## src/rtl/nps_pkg.sv

```systemverilog
// ----------------------------------------------------------------------------
// nps_pkg
// Shared types and constants for the non-preemptive priority scheduler.
// ----------------------------------------------------------------------------
package nps_pkg;

  localparam int QUEUE_DEPTH = 16;
  localparam int ID_BITS     = 8;
  localparam int PRIO_BITS   = 4;
  localparam int BURST_BITS  = 16;
  localparam int TIME_BITS   = 32;
  localparam int KIND_BITS   = 2;
  localparam int CNT_W       = $clog2(QUEUE_DEPTH + 1);
  localparam int CMDQ_DEPTH  = 4;
  localparam int CMDQ_AW     = $clog2(CMDQ_DEPTH);

  // Event codes on the result channel.
  localparam logic [KIND_BITS-1:0] EV_START  = 2'd0;
  localparam logic [KIND_BITS-1:0] EV_FINISH = 2'd1;
  localparam logic [KIND_BITS-1:0] EV_REJECT = 2'd2;

  typedef struct packed {
    logic [ID_BITS-1:0]    id;
    logic [PRIO_BITS-1:0]  prio;
    logic [BURST_BITS-1:0] burst;
  } slot_t;

  typedef struct packed {
    logic  is_tick;
    slot_t job;
  } cmd_t;

endpackage

```

## src/rtl/nps_if.sv

```systemverilog
// ----------------------------------------------------------------------------
// nps_in_if / nps_out_if
// Valid/ready channels for arrival and tick words and for scheduler events.
// ----------------------------------------------------------------------------
interface nps_in_if;
  logic        valid;
  logic        ready;
  logic        mode;
  logic [7:0]  job_id;
  logic [3:0]  job_priority;
  logic [15:0] job_burst;

  modport source (output valid, mode, job_id, job_priority, job_burst, input ready);
  modport sink   (input valid, mode, job_id, job_priority, job_burst, output ready);
endinterface

interface nps_out_if;
  logic        valid;
  logic        ready;
  logic [1:0]  event_kind;
  logic [7:0]  event_job_id;
  logic [31:0] event_time;
  logic        last;

  modport source (output valid, event_kind, event_job_id, event_time, last, input ready);
  modport sink   (input valid, event_kind, event_job_id, event_time, last, output ready);
endinterface

```

## src/rtl/nps_front.sv

```systemverilog
// ----------------------------------------------------------------------------
// nps_front
// Accepts input words, classifies them as arrival or tick and holds them
// in a short command queue for the engine.
// ----------------------------------------------------------------------------
module nps_front import nps_pkg::*; (
  input  logic    clk,
  input  logic    rst_n,
  nps_in_if.sink  in_ch,
  output cmd_t    cmd,
  output logic    cmd_valid,
  input  logic    cmd_pop
);

  cmd_t               mem_r [CMDQ_DEPTH];
  logic [CMDQ_AW-1:0] wr_ptr_r;
  logic [CMDQ_AW-1:0] rd_ptr_r;
  logic [CMDQ_AW:0]   cnt_r;
  logic               push;
  logic               pop;
  cmd_t               in_cmd;

  // Classify the incoming word.
  always_comb begin
    in_cmd.is_tick   = in_ch.mode;
    in_cmd.job.id    = in_ch.job_id;
    in_cmd.job.prio  = in_ch.job_priority;
    in_cmd.job.burst = in_ch.job_burst;
  end

  assign in_ch.ready = (cnt_r != (CMDQ_AW+1)'(CMDQ_DEPTH));
  assign push        = in_ch.valid && in_ch.ready;
  assign cmd_valid   = (cnt_r != '0);
  assign pop         = cmd_pop && cmd_valid;
  assign cmd         = mem_r[rd_ptr_r];

  // Command storage.
  always_ff @(posedge clk) begin
    if (push) begin
      mem_r[wr_ptr_r] <= in_cmd;
    end
  end

  // Pointers and fill level.
  always_ff @(posedge clk) begin
    if (!rst_n) begin
      wr_ptr_r <= '0;
      rd_ptr_r <= '0;
      cnt_r    <= '0;
    end else begin
      if (push) begin
        wr_ptr_r <= wr_ptr_r + 1'b1;
      end
      if (pop) begin
        rd_ptr_r <= rd_ptr_r + 1'b1;
      end
      if (push && !pop) begin
        cnt_r <= cnt_r + 1'b1;
      end else if (pop && !push) begin
        cnt_r <= cnt_r - 1'b1;
      end
    end
  end

endmodule

```

## src/rtl/nps_back.sv

```systemverilog
// ----------------------------------------------------------------------------
// nps_back
// Scheduling engine: keeps the sorted ready queue and the running job,
// applies one command at a time and issues up to two events for it.
// ----------------------------------------------------------------------------
module nps_back import nps_pkg::*; (
  input  logic       clk,
  input  logic       rst_n,
  input  cmd_t       cmd,
  input  logic       cmd_valid,
  output logic       cmd_pop,
  nps_out_if.source  out_ch
);

  localparam logic [1:0] ST_EXEC   = 2'd0;
  localparam logic [1:0] ST_DECIDE = 2'd1;
  localparam logic [1:0] ST_OUT1   = 2'd2;
  localparam logic [1:0] ST_OUT2   = 2'd3;

  logic [1:0]            state_r, state_nxt;
  slot_t                 q_r [QUEUE_DEPTH];
  slot_t                 q_nxt [QUEUE_DEPTH];
  logic [CNT_W-1:0]      count_r, count_nxt;
  logic                  running_r, running_nxt;
  logic [ID_BITS-1:0]    run_id_r, run_id_nxt;
  logic [BURST_BITS-1:0] run_burst_r, run_burst_nxt;
  logic [BURST_BITS-1:0] elapsed_r, elapsed_nxt;
  logic [TIME_BITS-1:0]  time_r, time_nxt;
  logic                  a_vld_r, a_vld_nxt;
  logic [KIND_BITS-1:0]  a_kind_r, a_kind_nxt;
  logic [ID_BITS-1:0]    a_id_r, a_id_nxt;
  logic                  b_vld_r, b_vld_nxt;
  logic [ID_BITS-1:0]    b_id_r, b_id_nxt;
  logic                  ov_r, ov_nxt;
  logic [KIND_BITS-1:0]  okind_r, okind_nxt;
  logic [ID_BITS-1:0]    oid_r, oid_nxt;
  logic [TIME_BITS-1:0]  otime_r, otime_nxt;
  logic                  olast_r, olast_nxt;
  logic                  out_free;
  logic [CNT_W-1:0]      pos;
  logic                  tail_ge;
  logic                  start;
  logic [BURST_BITS-1:0] el_inc;

  assign out_free = !ov_r || out_ch.ready;
  assign start    = !running_r && (count_r != '0);
  assign el_inc   = (elapsed_r != '1) ? elapsed_r + 1'b1 : elapsed_r;

  // Insertion position from parallel priority compares over the queue.
  always_comb begin
    tail_ge = 1'b0;
    pos     = count_r - 1'b1;
    for (int i = QUEUE_DEPTH - 1; i >= 1; i--) begin
      if ((CNT_W'(i) < count_r) && (cmd.job.prio <= q_r[i].prio)) begin
        pos = CNT_W'(i);
      end
    end
    for (int i = 0; i < QUEUE_DEPTH; i++) begin
      if ((CNT_W'(i) == count_r - 1'b1) && (cmd.job.prio >= q_r[i].prio)) begin
        tail_ge = 1'b1;
      end
    end
    if (count_r == '0 || cmd.job.prio <= q_r[0].prio) begin
      pos = '0;
    end else if (tail_ge) begin
      pos = count_r;
    end
  end

  // Sequencer: apply command, decide on a start, then issue events.
  always_comb begin
    state_nxt     = state_r;
    q_nxt         = q_r;
    count_nxt     = count_r;
    running_nxt   = running_r;
    run_id_nxt    = run_id_r;
    run_burst_nxt = run_burst_r;
    elapsed_nxt   = elapsed_r;
    time_nxt      = time_r;
    a_vld_nxt     = a_vld_r;
    a_kind_nxt    = a_kind_r;
    a_id_nxt      = a_id_r;
    b_vld_nxt     = b_vld_r;
    b_id_nxt      = b_id_r;
    ov_nxt        = ov_r && !out_ch.ready;
    okind_nxt     = okind_r;
    oid_nxt       = oid_r;
    otime_nxt     = otime_r;
    olast_nxt     = olast_r;
    cmd_pop       = 1'b0;
    case (state_r)
      ST_EXEC: begin
        a_vld_nxt = 1'b0;
        b_vld_nxt = 1'b0;
        if (cmd_valid) begin
          cmd_pop   = 1'b1;
          state_nxt = ST_DECIDE;
          if (!cmd.is_tick) begin
            if (count_r >= CNT_W'(QUEUE_DEPTH)) begin
              a_vld_nxt  = 1'b1;
              a_kind_nxt = EV_REJECT;
              a_id_nxt   = cmd.job.id;
            end else begin
              if (pos == '0) begin
                q_nxt[0] = cmd.job;
              end
              for (int i = 1; i < QUEUE_DEPTH; i++) begin
                if (CNT_W'(i) == pos) begin
                  q_nxt[i] = cmd.job;
                end else if (CNT_W'(i) > pos) begin
                  q_nxt[i] = q_r[i-1];
                end
              end
              count_nxt = count_r + 1'b1;
            end
          end else begin
            if (time_r != '1) begin
              time_nxt = time_r + 1'b1;
            end
            if (running_r) begin
              elapsed_nxt = el_inc;
              if (el_inc >= run_burst_r) begin
                a_vld_nxt   = 1'b1;
                a_kind_nxt  = EV_FINISH;
                a_id_nxt    = run_id_r;
                running_nxt = 1'b0;
              end
            end
          end
        end
      end
      ST_DECIDE: begin
        state_nxt = ST_OUT1;
        if (start) begin
          for (int i = 0; i < QUEUE_DEPTH - 1; i++) begin
            q_nxt[i] = q_r[i+1];
          end
          count_nxt     = count_r - 1'b1;
          running_nxt   = 1'b1;
          run_id_nxt    = q_r[0].id;
          run_burst_nxt = q_r[0].burst;
          elapsed_nxt   = '0;
          b_vld_nxt     = 1'b1;
          b_id_nxt      = q_r[0].id;
        end
      end
      ST_OUT1: begin
        if (!a_vld_r) begin
          state_nxt = ST_OUT2;
        end else if (out_free) begin
          ov_nxt    = 1'b1;
          okind_nxt = a_kind_r;
          oid_nxt   = a_id_r;
          otime_nxt = time_r;
          olast_nxt = !b_vld_r;
          state_nxt = ST_OUT2;
        end
      end
      ST_OUT2: begin
        if (!b_vld_r) begin
          state_nxt = ST_EXEC;
        end else if (out_free) begin
          ov_nxt    = 1'b1;
          okind_nxt = EV_START;
          oid_nxt   = b_id_r;
          otime_nxt = time_r;
          olast_nxt = 1'b1;
          state_nxt = ST_EXEC;
        end
      end
      default: begin
        state_nxt = ST_EXEC;
      end
    endcase
  end

  // Ready queue entries and event payload.
  always_ff @(posedge clk) begin
    q_r         <= q_nxt;
    run_id_r    <= run_id_nxt;
    run_burst_r <= run_burst_nxt;
    a_kind_r    <= a_kind_nxt;
    a_id_r      <= a_id_nxt;
    b_id_r      <= b_id_nxt;
    okind_r     <= okind_nxt;
    oid_r       <= oid_nxt;
    otime_r     <= otime_nxt;
    olast_r     <= olast_nxt;
  end

  // Control state.
  always_ff @(posedge clk) begin
    if (!rst_n) begin
      state_r   <= ST_EXEC;
      count_r   <= '0;
      running_r <= 1'b0;
      elapsed_r <= '0;
      time_r    <= '0;
      a_vld_r   <= 1'b0;
      b_vld_r   <= 1'b0;
      ov_r      <= 1'b0;
    end else begin
      state_r   <= state_nxt;
      count_r   <= count_nxt;
      running_r <= running_nxt;
      elapsed_r <= elapsed_nxt;
      time_r    <= time_nxt;
      a_vld_r   <= a_vld_nxt;
      b_vld_r   <= b_vld_nxt;
      ov_r      <= ov_nxt;
    end
  end

  assign out_ch.valid        = ov_r;
  assign out_ch.event_kind   = okind_r;
  assign out_ch.event_job_id = oid_r;
  assign out_ch.event_time   = otime_r;
  assign out_ch.last         = olast_r;

`ifndef ASSERT_OFF
  // The queue never holds more jobs than it has entries.
  a_count_bound: assert property (@(posedge clk) disable iff (!rst_n)
    count_r <= CNT_W'(QUEUE_DEPTH))
    else $error("ready queue count exceeds depth");

  // Between commands an idle engine always has an empty queue.
  a_idle_empty: assert property (@(posedge clk) disable iff (!rst_n)
    (state_r == ST_EXEC) |-> (running_r || count_r == '0))
    else $error("idle with jobs waiting");

  // A start decision leaves a job running.
  a_start_runs: assert property (@(posedge clk) disable iff (!rst_n)
    (state_r == ST_DECIDE && start) |=> running_r)
    else $error("start did not set running job");
`endif

endmodule

```

## src/rtl/nonpreemptive_priority_scheduler.sv

```systemverilog
// ----------------------------------------------------------------------------
// nonpreemptive_priority_scheduler
// Non-preemptive priority job dispatcher with a sorted ready queue.
// ----------------------------------------------------------------------------
// Usage: in_ch carries one word per arrival (mode 0, with id, priority and
// burst) or per time tick (mode 1). out_ch carries job started, job finished
// and arrival rejected events, each stamped with the tick count; last marks
// the final event caused by a word. A word causes zero, one or two events.
// The front stage takes words into a four-word command queue; the engine
// handles each word in turn (apply, start decision, two event slots) and
// takes the next one only after the last slot; an event slot waits while
// out_ch is stalled. The word rate is set by the engine's sequencer,
// which owns the ready queue.
// Reset clears the queue, the running job and the tick count; queue entries
// themselves are not cleared. When out_ch stalls, the event register holds
// its word, the engine waits, and the command queue absorbs up to four more
// words before in_ch.ready drops.
// ----------------------------------------------------------------------------
module nonpreemptive_priority_scheduler import nps_pkg::*; (
  input  logic       clk,
  input  logic       rst_n,
  nps_in_if.sink     in_ch,
  nps_out_if.source  out_ch
);

  cmd_t cmd;
  logic cmd_valid;
  logic cmd_pop;

  nps_front u_front (
    .clk       (clk),
    .rst_n     (rst_n),
    .in_ch     (in_ch),
    .cmd       (cmd),
    .cmd_valid (cmd_valid),
    .cmd_pop   (cmd_pop)
  );

  nps_back u_back (
    .clk       (clk),
    .rst_n     (rst_n),
    .cmd       (cmd),
    .cmd_valid (cmd_valid),
    .cmd_pop   (cmd_pop),
    .out_ch    (out_ch)
  );

endmodule

```

## src/flat_wrapper.sv

```systemverilog
// flat-port wrapper written by rule: the top's interface ports become plain ports
module nonpreemptive_priority_scheduler_flat import nps_pkg::*;
  (clk, rst_n, in_ch_valid, in_ch_mode, in_ch_job_id, in_ch_job_priority, in_ch_job_burst, in_ch_ready, out_ch_valid, out_ch_event_kind, out_ch_event_job_id, out_ch_event_time, out_ch_last, out_ch_ready);
  nps_in_if in_ch_i ();
  nps_out_if out_ch_i ();
  input  logic clk;
  input  logic rst_n;
  input wire logic [$bits(in_ch_i.valid)-1:0] in_ch_valid;
  input wire logic [$bits(in_ch_i.mode)-1:0] in_ch_mode;
  input wire logic [$bits(in_ch_i.job_id)-1:0] in_ch_job_id;
  input wire logic [$bits(in_ch_i.job_priority)-1:0] in_ch_job_priority;
  input wire logic [$bits(in_ch_i.job_burst)-1:0] in_ch_job_burst;
  output wire logic [$bits(in_ch_i.ready)-1:0] in_ch_ready;
  output wire logic [$bits(out_ch_i.valid)-1:0] out_ch_valid;
  output wire logic [$bits(out_ch_i.event_kind)-1:0] out_ch_event_kind;
  output wire logic [$bits(out_ch_i.event_job_id)-1:0] out_ch_event_job_id;
  output wire logic [$bits(out_ch_i.event_time)-1:0] out_ch_event_time;
  output wire logic [$bits(out_ch_i.last)-1:0] out_ch_last;
  input wire logic [$bits(out_ch_i.ready)-1:0] out_ch_ready;
  assign in_ch_i.valid = in_ch_valid;
  assign in_ch_i.mode = in_ch_mode;
  assign in_ch_i.job_id = in_ch_job_id;
  assign in_ch_i.job_priority = in_ch_job_priority;
  assign in_ch_i.job_burst = in_ch_job_burst;
  assign in_ch_ready = in_ch_i.ready;
  assign out_ch_valid = out_ch_i.valid;
  assign out_ch_event_kind = out_ch_i.event_kind;
  assign out_ch_event_job_id = out_ch_i.event_job_id;
  assign out_ch_event_time = out_ch_i.event_time;
  assign out_ch_last = out_ch_i.last;
  assign out_ch_i.ready = out_ch_ready;
  nonpreemptive_priority_scheduler u_core (.clk(clk), .rst_n(rst_n), .in_ch(in_ch_i), .out_ch(out_ch_i));
endmodule
```

## config.mk

```make
export PLATFORM = sky130hd
export DESIGN_NAME = nonpreemptive_priority_scheduler_flat
export DESIGN_NICKNAME = d
export VERILOG_FILES = /design/src/rtl/nps_pkg.sv /design/src/rtl/nps_if.sv /design/src/rtl/nps_front.sv /design/src/rtl/nps_back.sv /design/src/rtl/nonpreemptive_priority_scheduler.sv /design/src/flat_wrapper.sv
export SDC_FILE = /design/constraint.sdc
export NUM_CORES = 2
export LEC_CHECK = 0
export ABC_CLOCK_PERIOD_IN_PS = 8650
export BUFFER_PORTS_ARGS = -buffer_cell sky130_fd_sc_hd__buf_4
export CORE_ASPECT_RATIO = 1.1
export CORE_MARGIN = 2
export CORE_UTILIZATION = 63
export DETAILED_ROUTE_END_ITERATION = 6
export PLACE_DENSITY = 0.8
export SYNTH_ARGS = -nofsm -noshare
export SYNTH_HDL_FRONTEND = slang
export SYNTH_SLANG_ARGS = --single-unit
export TNS_END_PERCENT = 50
```

## constraint.sdc

```tcl
create_clock -name clk -period 8.65 [get_ports clk]
set_clock_uncertainty 0.2 [all_clocks]
set_input_delay 0.4325 -clock clk [delete_from_list [all_inputs] [get_ports clk]]
set_output_delay 0.4325 -clock clk [all_outputs]
set_load 0.03 [all_outputs]
```

==> metrics.md <==
| Metric | Value |
|---|---|
| Status | completed |
| Worst endpoint required time | ~8.7 ns |
| P per Cell Area | approximately 440 nW/um2 |
| Crit-path slowest cell | mux4_2 |
| Clock Latency Late Sink | approximately 0.62 ns |
| Largest net degree at the start of global routing | 270 |
| YS warnings | 0 |
| Area Growth Syn to Fin | 11.0% |
| Final setup vio count | 0 |
| Number of synthesized flops with an enable pin | about 640 |
| Largest family of logic cells by synthesized area | multiplexers |
| Synth Area in Adders | ~3.4% |
| First-pass GRT wire length | approximately 130000 um |
| HPWL after DPL | 55500 um |
| HP Class | in -> reg |
| Die Y | ~250 um |
| Worst-margin pin slew | around 1.3 ns |
| Clock transition at path regs | around 0.06 ns |
| Syn nets | 3095 |
| Drc violations | 0 |
| Syn avg cell area | roughly 12 um2 |
| Internal | 0.0104 W |
| Post-synth cell types | 85 |
| WL/cell | 22.4 um |
| Critical path class | reg -> reg |
| Initial antenna violation count | 0 |
| Die area | ~60000 um2 |
| Synth Area in Compound Gates | a little over a tenth |
| H-tree depth | 3 |
| Simple-gate share of the synthesized area | 9.24% |
| Fin. Hold Viols | 0 |
| Vias per inst | approximately 6.4 |
| Max cap viols | 0 |
| Die W | 232 um |
| Crit-path cells | buf_4, mux4_2, ha_1, a21oi_1, o21ai_0, o221a_2, o41ai_1, o21ai_0, o21ai_0, o31ai_2, buf_4, nor4_2, buf_4, inv_1, a31oi_4 |
| Top Ports | slightly below 80 |
| Critical Path End Type | register |
| Sequential area share after synthesis | between 50% and 60% |
| CP Buf/Inv Count | 4 |
| Logic pwr share | a little over two fifths |
| CP peak stage delay | 0.96 ns |
| Vias post-DR | roughly 24k |
| Arr. time, crit path | 6.93 ns |
| Fin nets | 3118 |
| Proportion of layout cells with a drive suffix above 1 | between 10% and 20% |
| Synth Area in XOR/XNOR | 1.24% |
| Root buf cell | clkbuf_16 |
| Maximum vdd ir drop | between 0.3 and 0.4 mV |
| Final antenna-violating net count | 0 |
| Overflow after GRT | 0 |
| Seq cells post-synth | between 700 and 800 |
| Peak Freq | approximately 150 MHz |
| Clock buffer depth | 3 |
| Mapped Area | 35900 um2 |
| Asr flop ratio synth | 0% |
| Crit start category | register |
| Unrepaired setup endpoints after global routing | false |
| Delay-heaviest family, CP | compound AO/OA/AOI/OAI gates |
| Period utilization | between 70% and 80% |
| Rel. slew slack | roughly an eighth |
| DRT Pass-1 Iters | 6 |
| Final min period | about 6.9 ns |
| Postcts setup bufs | 0 |
| DRT iter0 DRCs | 2668 |
| CTS Buf Count | 73 |
| CTS Sinks | ~710 |
| CTS tree | done |
| Port buffer count | between 70 and 80 |
| Rows | 91 |
| Clock power share | 18.9% |
| Initial Util | between 60% and 70% |
| Antenna cells | 0 |
| Power, Total | 0.0175 W |
| PostCTS Resize Cnt | 0 |
| Total GRT Usage | 28.5% |
| Vias in the first global route | 23.6k |
| Switching Share | 40.6% |
| Reg power frac | about two fifths |
| Ys flop type | edfxtp_1 |
| Pleak | ~14 nW |
| Routed wire length | between 80000 and 90000 um |
| Max Slew Vio Count | 0 |
| Worst-path fanout max | 29 |
| # hold bufs at CTS | 29 |
| Multiplexer area fraction after synthesis | between 10% and 20% |
| CORE AREA | ~56000 um2 |
| Switching power | around 0.0071 W |
| Setup TNS | 0 ns |
| Cells after synthesis | ~3k |
| Final Wtd Congestion | ~0.9 |
final timing paths:
| path | startpoint | end | slack, ns | cells past startpoint |
|---|---|---|---|---|
| setup reg to reg | register | u_core.u_back.q_r[40] | 1.76 | 15 |
| hold reg to reg | u_core.u_back.q_r[446] | u_core.u_back.b_id_r[6] | 0.26 | 0 |
| setup / recovery | register | u_core.u_back.q_r[40] | 1.76 | 15 |
| hold / removal | out_ch_ready | u_core.u_back.out_ch.valid | 0.03 | 3 |
state kept, by name, summed over array words and instances (netlist names), 2 cells and up, named ones only:
register / flops
u_core.u_back.a_id_r: 8
u_core.u_back.a_kind_r: 2
u_core.u_back.b_id_r: 8
u_core.u_back.count_r: 5
u_core.u_back.elapsed_r: 16
u_core.u_back.out_ch.event_job_id: 8
u_core.u_back.out_ch.event_kind: 2
u_core.u_back.out_ch.event_time: 32
u_core.u_back.q_r: 448
u_core.u_back.run_burst_r: 16
u_core.u_back.state_r: 2
u_core.u_back.time_r: 32
u_core.u_front.cnt_r: 3
u_core.u_front.mem_r: 116
u_core.u_front.rd_ptr_r: 2
u_core.u_front.wr_ptr_r: 2
worst register-to-register path, stage by stage (launching register included):
cell and delay (ns):
dfxtp_2 0.42, buf_4 0.45, mux4_2 0.96, ha_1 0.51, a21oi_1 0.17, o21ai_0 0.14, o221a_2 0.27, o41ai_1 0.61
o21ai_0 0.29, o21ai_0 0.32, o31ai_2 0.12, buf_4 0.22, nor4_2 0.30, buf_4 0.50, inv_1 0.17, a31oi_4 0.84
power groups by stage:
stage               logic, W  registers, W  clock network, W
global placement     0.00698       0.00674                 0
CTS                  0.00730       0.00678           0.00334
finish               0.00739       0.00681           0.00330
floorplan            0.00500       0.00673                 0
detailed placement   0.00725       0.00682                 0
global route         0.00800       0.00695           0.00346
layout by cell type, fill, tap and decap left out, types with 8 or more instances in the layout:
cell           synthesis  layout
o22ai_1               35      35
a21boi_0              11      11
inv_1                 89      89
nor2_1                44      42
nand4_1               19      19
xnor2_1               39      39
and3_1                15      15
and2_1                47      47
a21o_1                14      14
clkinv_1               0      13
nor2b_1               27      27
o221ai_1              12      12
o21ai_1               82      82
a22o_1                27      27
o21ai_0              315     311
a22oi_1               16      16
clkinv_2               0      10
bufinv_16              0      12
a21oi_1               53      47
nand2_1              412     412
clkbuf_16              0      73
nand3_1               42      42
xor2_1                10      10
or3_1                  9       9
buf_4                 26     125
clkbuf_1             142       8
dlygate4sd3_1          0      29
mux2_2                25      25
mux2i_1              388     388
a31oi_1               10       9
dfxtp_1               68      67
mux4_2                29      29
edfxtp_1             641     641
nor3_1                 8       8
nand2b_1              16      15
mux2_4                20      20
ha_1                  97      96
synth_stat cells (15+ instances only):
library cell,number,area (um2)
ha_1,97,1210
and3_1,15,93.8
inv_1,89,334
dfxtp_1,68,1360
a22o_1,27,236
a22oi_1,16,120
mux2i_1,388,3880
a21oi_1,53,265
and2_1,47,294
o22ai_1,35,219
o21ai_1,82,410
mux4_2,29,653
nand3_1,42,210
buf_4,26,195
nand2b_1,16,100
nor2_1,44,165
clkbuf_1,142,533
mux2_2,25,282
edfxtp_1,641,19200
mux2_4,20,300
nor2b_1,27,169
o21ai_0,315,1580
buf_2,28,140
nand2_1,412,1550
xnor2_1,39,342
nand4_1,19,119
cell families (layout without fill, tap and decap cells):
kind of cell / Yosys count / count (layout)
buffers and inverters: 299 / 378
XOR/XNOR: 50 / 50
AND/OR/NAND/NOR: 702 / 702
multiplexers: 462 / 462
adder cells (fa/ha/maj): 98 / 98
flip-flops: 709 / 709
AO/OA/AOI/OAI: 644 / 644
per-stage QoR:
| step | util, % | cell area (um2) | setup WS (ns) | hold WS (ns) | instances |
|---|---|---|---|---|---|
| floorplan | - | 35900 | 0.972 | 0.226 | 2964 |
| global placement | 65.9 | 37000 | 1.84 | 0.236 | 3627 |
| detailed placement | 65.9 | 37000 | 1.88 | 0.240 | 3627 |
| CTS | 70.9 | 39800 | 1.84 | 0.0146 | 3787 |
| global route | 70.9 | 39800 | 1.37 | 0.0397 | 3787 |
| finish | 70.9 | 39800 | 1.76 | 0.0296 | 3787 |
final cells by class:
class	instances	area (um2)
timing repair buffer	156	1270
multi-input combinational	1956	14100
sequential	709	20600
fill	3735	16300
clock inverter	49	648
clock buffer	82	1870
tap	744	931
inverter	91	342
metal layers:
metal  vias up  global-route usage, %  routed length (um)
li1      11065                      -                   -
met1     11940                   41.4               36700
met2      1057                   45.7               40000
met3       129                   3.51                6180
met4         0                   8.13                1860
met5         -                      0                   0
No activity file was read; power rests on OpenSTA's default activity.
